### src/hdl/wcdh_pkg.sv
// ----------------------------------------------------------------------------
// wcdh_pkg
// Shared types and constants for the wide-character decimal/hex to integer
// converter: parse phases, status codes and the code units it looks for.
// ----------------------------------------------------------------------------
package wcdh_pkg;

    localparam int unsigned CU_W   = 16;
    localparam int unsigned VAL_W  = 32;
    localparam int unsigned STAT_W = 2;

    // code units of interest
    localparam logic [CU_W-1:0] CU_TERM  = 16'h0000;
    localparam logic [CU_W-1:0] CU_MINUS = 16'h002D;
    localparam logic [CU_W-1:0] CU_PLUS  = 16'h002B;
    localparam logic [CU_W-1:0] CU_ZERO  = 16'h0030;
    localparam logic [CU_W-1:0] CU_NINE  = 16'h0039;
    localparam logic [CU_W-1:0] CU_UP_X  = 16'h0058;
    localparam logic [CU_W-1:0] CU_LO_X  = 16'h0078;
    localparam logic [CU_W-1:0] CU_UP_A  = 16'h0041;
    localparam logic [CU_W-1:0] CU_UP_F  = 16'h0046;
    localparam logic [CU_W-1:0] CU_LO_A  = 16'h0061;
    localparam logic [CU_W-1:0] CU_LO_F  = 16'h0066;

    localparam logic [4:0] RADIX_DEC = 5'd10;
    localparam logic [4:0] RADIX_HEX = 5'd16;

    // parse phase
    typedef enum logic [2:0] {
        PH_START  = 3'd0,
        PH_SIGNED = 3'd1,
        PH_ZERO   = 3'd2,
        PH_DEC    = 3'd3,
        PH_HEX    = 3'd4,
        PH_ERROR  = 3'd5
    } t_phase;

    // result status
    typedef enum logic [STAT_W-1:0] {
        ST_OK       = 2'd0,
        ST_INVALID  = 2'd1,
        ST_OVERFLOW = 2'd2
    } t_status;

    // parser state carried between words
    typedef struct packed {
        t_phase            phase;
        logic [VAL_W-1:0]  acc;
        logic              neg;
        t_status           err;
    } t_parse_state;

endpackage

### src/hdl/wide_char_decimal_hex_to_int_top.sv
// ----------------------------------------------------------------------------
// wide_char_decimal_hex_to_int_top
// Streaming string-to-integer converter for 16-bit code units with an
// optional sign and "0x" prefix.
// ----------------------------------------------------------------------------
// one code unit word is taken per cycle while no terminator is held; each
// word passes an input register and then updates the parser state in one
// shift-add step, and a terminator's result is loaded into the output
// register when the parser takes the terminator.
// only a terminator waits on the output register: while a result is stalled
// downstream the next terminator holds in the input register, and the words
// behind it stall with it. no result comes for non-terminator words.
module wide_char_decimal_hex_to_int_top (
    input  logic                                i_clk,
    input  logic                                i_rst_n,
    input  logic                                i_valid,
    input  logic [wcdh_pkg::CU_W-1:0]           i_code_unit,
    output logic                                o_stall,
    output logic                                o_valid,
    output logic signed [wcdh_pkg::VAL_W-1:0]   o_value,
    output logic [wcdh_pkg::STAT_W-1:0]         o_status,
    input  logic                                i_stall
);

    logic                      w_mid_valid;
    logic [wcdh_pkg::CU_W-1:0] w_mid_code;
    logic                      w_take;

    // input register
    wcdh_in_reg u_in_reg (
        .i_clk       (i_clk),
        .i_rst_n     (i_rst_n),
        .i_valid     (i_valid),
        .i_code_unit (i_code_unit),
        .o_stall     (o_stall),
        .o_valid     (w_mid_valid),
        .o_code_unit (w_mid_code),
        .i_take      (w_take)
    );

    // parser and result register
    wcdh_core u_core (
        .i_clk       (i_clk),
        .i_rst_n     (i_rst_n),
        .i_valid     (w_mid_valid),
        .i_code_unit (w_mid_code),
        .o_take      (w_take),
        .o_valid     (o_valid),
        .o_value     (o_value),
        .o_status    (o_status),
        .i_stall     (i_stall)
    );

    // a taken terminator always leaves a result behind
    a_term_gives_result: assert property (@(posedge i_clk) disable iff (!i_rst_n)
        (w_take && w_mid_code == wcdh_pkg::CU_TERM) |=> o_valid)
        else $error("terminator taken without a result");

    // error results carry a zero value
    a_error_zero: assert property (@(posedge i_clk) disable iff (!i_rst_n)
        (o_valid && o_status != wcdh_pkg::ST_OK) |-> (o_value == '0))
        else $error("error result with non-zero value");

    // status is one of the defined codes
    a_status_code: assert property (@(posedge i_clk) disable iff (!i_rst_n)
        o_valid |-> (o_status == wcdh_pkg::ST_OK || o_status == wcdh_pkg::ST_INVALID ||
                     o_status == wcdh_pkg::ST_OVERFLOW))
        else $error("undefined status code");

    // the parser never takes a word while the input register is empty
    a_take_needs_word: assert property (@(posedge i_clk) disable iff (!i_rst_n)
        w_take |-> w_mid_valid)
        else $error("word taken from empty input register");

    // a new result only follows a taken terminator
    a_result_source: assert property (@(posedge i_clk) disable iff (!i_rst_n)
        (o_valid && (!$past(o_valid) || !$past(i_stall))) |->
            $past(w_take && w_mid_code == wcdh_pkg::CU_TERM))
        else $error("result without a terminator");

endmodule

### src/hdl/wcdh_in_reg.sv
// ----------------------------------------------------------------------------
// wcdh_in_reg
// Input register: holds one code unit word until the parser takes it.
// ----------------------------------------------------------------------------
module wcdh_in_reg (
    input  logic                         i_clk,
    input  logic                         i_rst_n,
    input  logic                         i_valid,
    input  logic [wcdh_pkg::CU_W-1:0]    i_code_unit,
    output logic                         o_stall,
    output logic                         o_valid,
    output logic [wcdh_pkg::CU_W-1:0]    o_code_unit,
    input  logic                         i_take
);

    logic                      r_valid;
    logic                      n_valid;
    logic [wcdh_pkg::CU_W-1:0] r_code_unit;
    logic                      w_accept;

    // full and not being drained
    assign o_stall  = r_valid && !i_take;
    assign w_accept = i_valid && !o_stall;

    always_comb begin
        n_valid = r_valid;
        if (w_accept) begin
            n_valid = 1'b1;
        end else if (i_take) begin
            n_valid = 1'b0;
        end
    end

    always_ff @(posedge i_clk) begin
        if (!i_rst_n) begin
            r_valid <= 1'b0;
        end else begin
            r_valid <= n_valid;
        end
    end

    // payload, no reset
    always_ff @(posedge i_clk) begin
        if (w_accept) begin
            r_code_unit <= i_code_unit;
        end
    end

    assign o_valid     = r_valid;
    assign o_code_unit = r_code_unit;

endmodule

### src/hdl/wcdh_core.sv
// ----------------------------------------------------------------------------
// wcdh_core
// Parser state, one-word step logic and the result register.
// ----------------------------------------------------------------------------
module wcdh_core (
    input  logic                                i_clk,
    input  logic                                i_rst_n,
    input  logic                                i_valid,
    input  logic [wcdh_pkg::CU_W-1:0]           i_code_unit,
    output logic                                o_take,
    output logic                                o_valid,
    output logic signed [wcdh_pkg::VAL_W-1:0]   o_value,
    output logic [wcdh_pkg::STAT_W-1:0]         o_status,
    input  logic                                i_stall
);

    wcdh_pkg::t_parse_state r_st;
    wcdh_pkg::t_parse_state n_st;
    wcdh_pkg::t_parse_state w_reset_st;

    logic                          r_out_valid;
    logic                          n_out_valid;
    logic [wcdh_pkg::VAL_W-1:0]    r_value;
    logic [wcdh_pkg::STAT_W-1:0]   r_status;
    logic [wcdh_pkg::VAL_W-1:0]    w_res_value;
    wcdh_pkg::t_status             w_res_status;

    logic                          w_term;
    logic                          w_out_free;
    logic                          w_load_out;

    // digit decode and shift-add
    logic                          w_hex;
    logic                          w_is_dec;
    logic                          w_is_uc;
    logic                          w_is_lc;
    logic                          w_digit_ok;
    logic [3:0]                    w_digit;
    logic [wcdh_pkg::VAL_W+3:0]    w_acc_ext;
    logic [wcdh_pkg::VAL_W+3:0]    w_prod;
    logic [wcdh_pkg::VAL_W+3:0]    w_sum;
    logic                          w_ovf;

    assign w_reset_st = '{phase: wcdh_pkg::PH_START, acc: '0, neg: 1'b0,
                          err: wcdh_pkg::ST_OK};

    assign w_term     = (i_code_unit == wcdh_pkg::CU_TERM);
    assign w_out_free = !r_out_valid || !i_stall;
    assign o_take     = i_valid && (!w_term || w_out_free);
    assign w_load_out = o_take && w_term;

    // digit value of the word in the current base
    assign w_hex    = (r_st.phase == wcdh_pkg::PH_HEX);
    assign w_is_dec = (i_code_unit >= wcdh_pkg::CU_ZERO) && (i_code_unit <= wcdh_pkg::CU_NINE);
    assign w_is_uc  = (i_code_unit >= wcdh_pkg::CU_UP_A) && (i_code_unit <= wcdh_pkg::CU_UP_F);
    assign w_is_lc  = (i_code_unit >= wcdh_pkg::CU_LO_A) && (i_code_unit <= wcdh_pkg::CU_LO_F);
    assign w_digit_ok = w_is_dec || (w_hex && (w_is_uc || w_is_lc));

    always_comb begin
        if (w_is_dec) begin
            w_digit = i_code_unit[3:0];
        end else begin
            // 'A'..'F' and 'a'..'f' both have 1..6 in the low nibble
            w_digit = i_code_unit[3:0] + 4'd9;
        end
    end

    // accumulator times radix plus digit, kept 4 bits wider for the overflow test
    assign w_acc_ext = {4'b0000, r_st.acc};
    assign w_prod    = w_hex ? (w_acc_ext << 4) : ((w_acc_ext << 3) + (w_acc_ext << 1));
    assign w_sum     = w_prod + {{wcdh_pkg::VAL_W{1'b0}}, w_digit};
    assign w_ovf     = (w_sum[wcdh_pkg::VAL_W+3:wcdh_pkg::VAL_W] != 4'b0000);

    // next parser state: the reset state on a terminator, else the step for the word
    always_comb begin
        n_st = r_st;
        if (w_term) begin
            n_st = w_reset_st;
        end else begin
            case (r_st.phase)
                wcdh_pkg::PH_START,
                wcdh_pkg::PH_SIGNED,
                wcdh_pkg::PH_ZERO,
                wcdh_pkg::PH_DEC,
                wcdh_pkg::PH_HEX: begin
                    if (r_st.phase == wcdh_pkg::PH_START &&
                        i_code_unit == wcdh_pkg::CU_MINUS) begin
                        n_st.neg   = 1'b1;
                        n_st.phase = wcdh_pkg::PH_SIGNED;
                    end else if (r_st.phase == wcdh_pkg::PH_START &&
                                 i_code_unit == wcdh_pkg::CU_PLUS) begin
                        n_st.phase = wcdh_pkg::PH_SIGNED;
                    end else if ((r_st.phase == wcdh_pkg::PH_START ||
                                  r_st.phase == wcdh_pkg::PH_SIGNED) &&
                                 i_code_unit == wcdh_pkg::CU_ZERO) begin
                        // leading zero, may open a hex prefix
                        n_st.acc   = '0;
                        n_st.phase = wcdh_pkg::PH_ZERO;
                    end else if (r_st.phase == wcdh_pkg::PH_ZERO &&
                                 (i_code_unit == wcdh_pkg::CU_UP_X ||
                                  i_code_unit == wcdh_pkg::CU_LO_X)) begin
                        n_st.acc   = '0;
                        n_st.phase = wcdh_pkg::PH_HEX;
                    end else if (!w_digit_ok) begin
                        n_st.err   = wcdh_pkg::ST_INVALID;
                        n_st.acc   = '0;
                        n_st.phase = wcdh_pkg::PH_ERROR;
                    end else if (w_ovf) begin
                        n_st.err   = wcdh_pkg::ST_OVERFLOW;
                        n_st.acc   = '0;
                        n_st.phase = wcdh_pkg::PH_ERROR;
                    end else begin
                        n_st.acc   = w_sum[wcdh_pkg::VAL_W-1:0];
                        n_st.phase = w_hex ? wcdh_pkg::PH_HEX : wcdh_pkg::PH_DEC;
                    end
                end
                wcdh_pkg::PH_ERROR: begin
                    n_st = r_st;
                end
                default: begin
                    n_st.err   = wcdh_pkg::ST_INVALID;
                    n_st.acc   = '0;
                    n_st.phase = wcdh_pkg::PH_ERROR;
                end
            endcase
        end
    end

    // result for a terminator
    always_comb begin
        w_res_status = (r_st.phase == wcdh_pkg::PH_ERROR) ? r_st.err : wcdh_pkg::ST_OK;
        w_res_value  = '0;
        if (w_res_status == wcdh_pkg::ST_OK) begin
            w_res_value = r_st.neg ? ({wcdh_pkg::VAL_W{1'b0}} - r_st.acc) : r_st.acc;
        end
    end

    always_comb begin
        n_out_valid = r_out_valid;
        if (w_load_out) begin
            n_out_valid = 1'b1;
        end else if (!i_stall) begin
            n_out_valid = 1'b0;
        end
    end

    // parser state and result valid
    always_ff @(posedge i_clk) begin
        if (!i_rst_n) begin
            r_st        <= w_reset_st;
            r_out_valid <= 1'b0;
        end else begin
            if (o_take) begin
                r_st <= n_st;
            end
            r_out_valid <= n_out_valid;
        end
    end

    // result payload
    always_ff @(posedge i_clk) begin
        if (w_load_out) begin
            r_value  <= w_res_value;
            r_status <= w_res_status;
        end
    end

    assign o_valid  = r_out_valid;
    assign o_value  = r_value;
    assign o_status = r_status;

endmodule

### config.mk
export PLATFORM = sky130hd
export DESIGN_NAME = wide_char_decimal_hex_to_int_top
export DESIGN_NICKNAME = d
export VERILOG_FILES = /design/src/hdl/wcdh_pkg.sv /design/src/hdl/wide_char_decimal_hex_to_int_top.sv /design/src/hdl/wcdh_in_reg.sv /design/src/hdl/wcdh_core.sv
export SDC_FILE = /design/constraint.sdc
export NUM_CORES = 1
export LEC_CHECK = 0
export BUFFER_PORTS_ARGS = -buffer_cell sky130_fd_sc_hd__buf_2
export CORE_ASPECT_RATIO = 1.5
export CORE_MARGIN = 2
export CORE_UTILIZATION = 62
export CTS_CLUSTER_DIAMETER = 50
export DETAILED_ROUTE_END_ITERATION = 7
export MAX_ROUTING_LAYER = met4
export PLACE_DENSITY = 0.81
export SYNTH_ARGS = -nofsm -noshare
export SYNTH_HDL_FRONTEND = slang
export SYNTH_SLANG_ARGS = --single-unit
export TNS_END_PERCENT = 5
### constraint.sdc
create_clock -name i_clk -period 6.05 [get_ports i_clk]
set_clock_uncertainty 0.15 [all_clocks]
set_input_delay 0.605 -clock i_clk [delete_from_list [all_inputs] [get_ports i_clk]]
set_output_delay 0.605 -clock i_clk [all_outputs]
set_load 0.01 [all_outputs]
==> metrics.txt, run 1 <==
Top Ports=56; Setup CP Type=reg -> reg; GRT Residual Overflow=0; mapped cell area=approximately 7100 µm²; syn nets=925; ys async rst share=0%; DRC=0; outcome=finished, final reports clean; 1st-iter DRT viols=540; P&R area growth vs syn=8.84%; Final HPWL DP=approximately 16 mm; Routability Congestion=between 0.9 and 1; Setup crit end kind=flip-flop; CTS tree=yes; pin count of the biggest net entering global routing=39; flops & latches, synth=90; # hold bufs at CTS=0; cell taking the most area after synthesis=edfxtp_1; FMAX=184 MHz; number of global-route vias before repair=7036; die width=approximately 92 µm; CP required=6110 ps; Slew Limit Headroom=between 10% and 20%; die area=~12000 µm²; initial antenna violation count=0; crit start category=flip-flop; RSZ-0062 raised after global routing=false; register area share after synthesis=around a third; Clock Latency Late Sink=~340 ps; crit-path max FO=19; Routed Antenna Nets=0; setup violators final=0; Leakage=between 3 and 4 nW; Worst EP arrival=between 5000 and 6000 ps; post-synthesis mux area share=1.83%; vias=6973; Yosys top cell area share=a little over a fifth; Reg clk slew, reported paths=~70 ps; worst r2r src=u_in_reg.o_code_unit[14]; cell area after layout=7750 µm²; Avg Inst Size Synth=8.24 µm²; setup TNS=0 ps; layout cell share with drive strength beyond 1=a little under an eighth; Tmin final=5440 ps; yosys warns=0; adder-cell area share of the yosys netlist=under 10%; top cells by area, synth=edfxtp_1, dfxtp_1, ha_1, xor2_1, nand2_1; Die H=~140 µm; Global Route Usage Sum=34.0%; H-tree depth=3; CTS buffer count=9; Nets=956; Core Box Area=around 11000 µm²; DRT Pass-1 Iters=5; Netlist cell types=78; sink of the worst hold path=u_in_reg.o_code_unit[5]; Post-Synth Simple-Gate Area=24.7%; reg2reg path depth=18; hold path depth=1; hold path start=i_code_unit[5]; Root Driver=clkbuf_16; Post-Syn Instances=roughly 860; # Post-CTS Setup Buffers=0; initial core utilization=between 60% and 70%; Max IR drop VDD=between 0.0002 and 0.00025 V; xor and xnor fraction of the mapped netlist area=roughly 8.7%; Avg Vias per Cell=roughly 6.7; CTS max path bufs=2; Rows=47; complex-gate fraction of the synthesized area=a little over a fifth; worst min-delay path category=in -> reg; flop-to-flop setup slack=slightly above 600 ps; Min Hold Slack=between 200 and 300 ps; Placed Area=roughly 7500 µm²; wire per inst=between 15 and 20 µm; Final Cycle Share=90.0%; Worst Max-Slew Pin Slew=about 1200 ps; Placed Cells=about 1000; top_reg_cell synth=edfxtp_1; RR Endpoint=u_core.r_st[3]; final wirelength=between 20 and 25 mm; main combinational cell family by area after synthesis=simple AND/OR/NAND/NOR gates; first-pass GRT wire length=32.7 mm; port bufs=between 50 and 60; number of flops mapped to enable cells by yosys=50; MaxCap Viol Count=0; Post-Layout Cell Count=roughly 1000; Slew Viols, Final=0; Post-CTS Resized=0; diode count=0; Sink Count=90; Final Hold Viols=0; Power Density=around 160 nW/µm²
## worst max-delay path by stage
stage / startpoint / cells past startpoint / end
final: u_in_reg.o_code_unit[14] / 18 / u_core.r_st[3]
after global routing: u_in_reg.o_code_unit[14] / 18 / u_core.r_st[3]
after CTS: u_in_reg.o_code_unit[14] / 18 / u_core.r_st[3]
after detailed placement: u_in_reg.o_code_unit[14] / 18 / u_core.r_st[3]
after global placement: u_in_reg.o_code_unit[14] / 18 / u_core.r_st[3]
after floorplan: u_core.r_st[37] / 19 / u_core.r_st[27]
## kinds of logic after synthesis
family	after synthesis
adders and majority gates	41
and+or+nand+nor	353
DFF	90
muxes	13
xor gates and xnor gates	71
AOI/OAI and AO/OA	237
buffers and inverters	59
## power breakdown
group / switching (mW) / internal, mW
Combinational: 0.0501 / 0.0301
Sequential: 0.00994 / 0.652
Clock: 0.242 / 0.284
## cell usage in the layout (no fill, tap or decap), types with 32 or more instances in the layout
cell / n
dfxtp_1: 40
nor2_1: 94
o21ai_0: 44
xor2_1: 48
ha_1: 39
a21oi_1: 43
edfxtp_1: 50
o21ai_1: 32
nand2_1: 109
buf_2: 55
## per-layer routing
metal | wire length, µm | vias up | global-route usage, % | share of wire, %
li1 | - | 3256 | - | -
met1 | 6960 | 3311 | 32.5 | 34
met2 | 10900 | 292 | 62.3 | 54
met3 | 956 | 114 | 4.45 | 4.7
met4 | 1490 | 0 | 23.7 | 7.3
met5 | 0 | - | - | 0
## cells in the mapped netlist, types with 13 or more instances
master and n:
mux2i_1 13, xnor2_1 23, xor2_1 48, and2_1 13
o21ai_0 44, edfxtp_1 50, nand4_1 25, inv_1 16
nor2_1 96, a31oi_1 13, clkbuf_1 33, nand3_1 20
ha_1 39, a21oi_1 43, nand2_1 109, dfxtp_1 40
o21ai_1 32
## sequential cells by signal (all words and copies together) (netlist names)
signal,flops
u_in_reg.o_code_unit,16
u_core.o_value,32
u_core.r_st,38
u_in_reg.o_valid,1
u_core.o_valid,1
u_core.o_status,2
## layout make-up
cell class,instances,area (µm²)
Multi-Input combinational cell,715,4590
Fill cell,910,3360
Sequential cell,90,2300
Timing Repair Buffer,63,335
Clock buffer,10,229
Tap cell,147,184
Inverter,16,60.1
Clock inverter,6,48.8
## stage by stage
stage | utilization (%) | total power, mW | worst slack [ps]
after floorplan | - | 0.729 | 1310
after global placement | 67.2 | 0.750 | 1010
after detailed placement | 67.2 | 0.753 | 699
after CTS | 69.7 | 1.27 | 670
after global routing | 69.7 | 1.30 | 151
final | 69.7 | 1.27 | 606
## worst max-delay path, cell delays in order, from the launching register on
cell,delay [ps]
edfxtp_1,370
nor4_1,410
nand3_1,120
nor2_1,290
nand4_1,300
o21ai_0,320
ha_1,240
fa_1,230
a21oi_1,100
nor3_1,240
nand3b_1,160
nor4_1,320
a21boi_1,330
and2_1,320
nand3_1,120
a211o_1,410
nand3b_1,430
buf_4,330
o21ai_0,140
Note: power is estimated with default switching activity, not from simulation.
==> run 2: changes to the inputs <==
Settings changed: CAP_MARGIN set to 20, CORE_UTILIZATION 62 to 65, PLACE_DENSITY 0.81 to 0.84, RECOVER_POWER set to 25.
Clock period 6.05 ns to 6.9 ns, I/O delays scaled along.
==> metrics.txt, run 2 (same netlist as run 1, synthesis figures left out) <==
number of global-route vias before repair=roughly 6900; Slew Viols, Final=0; wire per inst=19.9 µm; worst min-delay path category=reg -> reg; max reg flops=38; Slew Limit Headroom=about two fifths; Die H=approximately 130 µm; Worst EP arrival=roughly 5300 ps; Avg Vias per Cell=~6.7; initial antenna violation count=0; Power Density=144 nW/µm²; crit-path cells=nor4_1 > nand3_1 > nor2_1 > nand4_1 > o21ai_0 > ha_1 > fa_1 > a21oi_1 > nor3_1 > nand3b_1 > nor4_1 > a21boi_1 > and2_1 > nand3_1 > a211o_1 > nand3b_1 > buf_6 > o21ai_1; DRC=0; Seq pwr share=52.1%; Setup CP Type=reg -> reg; GRT Residual Overflow=0; DRT Pass-1 Iters=5; crit-path max FO=23; Crit-path slowest cell=a211o_1; worst slack, placed=between 1000 and 1500 ps; clock network power share=about two fifths; Tmin final=between 5000 and 6000 ps; most common cell after layout, fill and taps aside=nand2_1; outcome=finished, final reports clean; vias=6958; Routability Congestion=a little under 1; Worst path max stage delay=between 400 and 500 ps; RSZ-0062 raised after global routing=false; Rows=46; Final Cycle Share=75.1%; first-pass GRT wire length=32.6 mm; Sink Count=90; Final Hold Viols=0; hold path depth=1; commonest non-fill, non-tap cells in the layout=nand2_1, nor2_1, edfxtp_1; Post-CTS Resized=0; pin count of the biggest net entering global routing=40; # hold bufs at CTS=0; Int Pwr=about 850 µW; MaxCap Viol Count=0; Global Route Usage Sum=36.1%; Logic pwr share=6.4%; Reg clk slew, reported paths=around 70 ps; final wirelength=between 20 and 25 mm; Leakage=~3.0 nW; die width=between 80 and 90 µm; cell area after layout=approximately 7700 µm²; H-tree depth=3; Largest Register=u_core.r_st; Final WS setup=roughly 1700 ps; Routed Antenna Nets=0; die area=11800 µm²; 1st-iter DRT viols=531; initial core utilization=between 60% and 70%; sw frac=between 20% and 30%; setup violators final=0; CTS buffer count=9; port bufs=55; reg2reg path depth=18; # Post-CTS Setup Buffers=0; FMAX=roughly 190 MHz; Setup crit end kind=flip-flop; Max IR drop VDD=0.000184 V; diode count=0; Core Box Area=roughly 11000 µm²; CTS tree=yes; P&R area growth vs syn=8.33%; CTS max path bufs=2; Top Ports=56; Clock Latency Late Sink=around 350 ps; Nets=roughly 960; layout cell share with drive strength beyond 1=8.79%; Root Driver=clkbuf_16; CP required=about 7000 ps; Final HPWL DP=between 15 and 20 mm; Placed Area=7450 µm²; crit start category=flip-flop; Worst Max-Slew Pin Slew=~900 ps; setup TNS=0 ps; sw power=267 µW
## run 2: final timing paths
check	from	endpoint	slack [ps]
worst max register to register	u_in_reg.o_code_unit[14]	u_core.r_st[33]	1720
worst max-delay path	u_in_reg.o_code_unit[14]	u_core.r_st[33]	1720
worst min register to register	u_core.r_st[1]	u_core.r_st[1]	350
worst min-delay path	u_core.r_st[1]	u_core.r_st[1]	350
## run 2: worst max-delay path: cells and delay by family (launching register included)
kind	cells	cell delay, ps
buffers and inverters	1	270
flip-flops	1	360
adder cells (fa/ha/maj)	2	450
AO/OA/AOI/OAI	5	1270
AND/OR/NAND/NOR	10	2570
## run 2: per-stage QoR
step	hold slack, ps	cells	power [mW]	util (%)
CTS	354	1041	1.11	72.5
global route	369	1043	1.15	72.4
global placement	314	1025	0.657	69.9
detailed placement	337	1025	0.660	69.9
finish	355	1043	1.11	72.4
floorplan	301	864	0.639	-
## run 2: cell type report
cell class / instances / area [µm²]
Tap cell: 144 / 180
Sequential cell: 90 / 2300
Timing Repair Buffer: 62 / 303
Multi-Input combinational cell: 715 / 4590
Clock inverter: 6 / 48.8
Inverter: 16 / 60.1
Clock buffer: 10 / 229
Fill cell: 805 / 2930
## run 2: power by group through the flow
| stage | Clock (mW) | Combinational [mW] | Sequential (mW) |
|---|---|---|---|
| after floorplan | 0 | 0.0511 | 0.588 |
| after global placement | 0 | 0.0657 | 0.591 |
| after detailed placement | 0 | 0.0681 | 0.592 |
| after CTS | 0.463 | 0.0692 | 0.580 |
| after global routing | 0.486 | 0.0778 | 0.581 |
| final | 0.461 | 0.0715 | 0.580 |
## run 2: layer usage
layer,track usage (%),vias to the layer above,part of all wire (%)
li1,-,3256,-
met1,36.8,3261,35
met2,62.8,333,53
met3,4.38,108,5.1
met4,23.1,0,7.1
met5,-,-,0
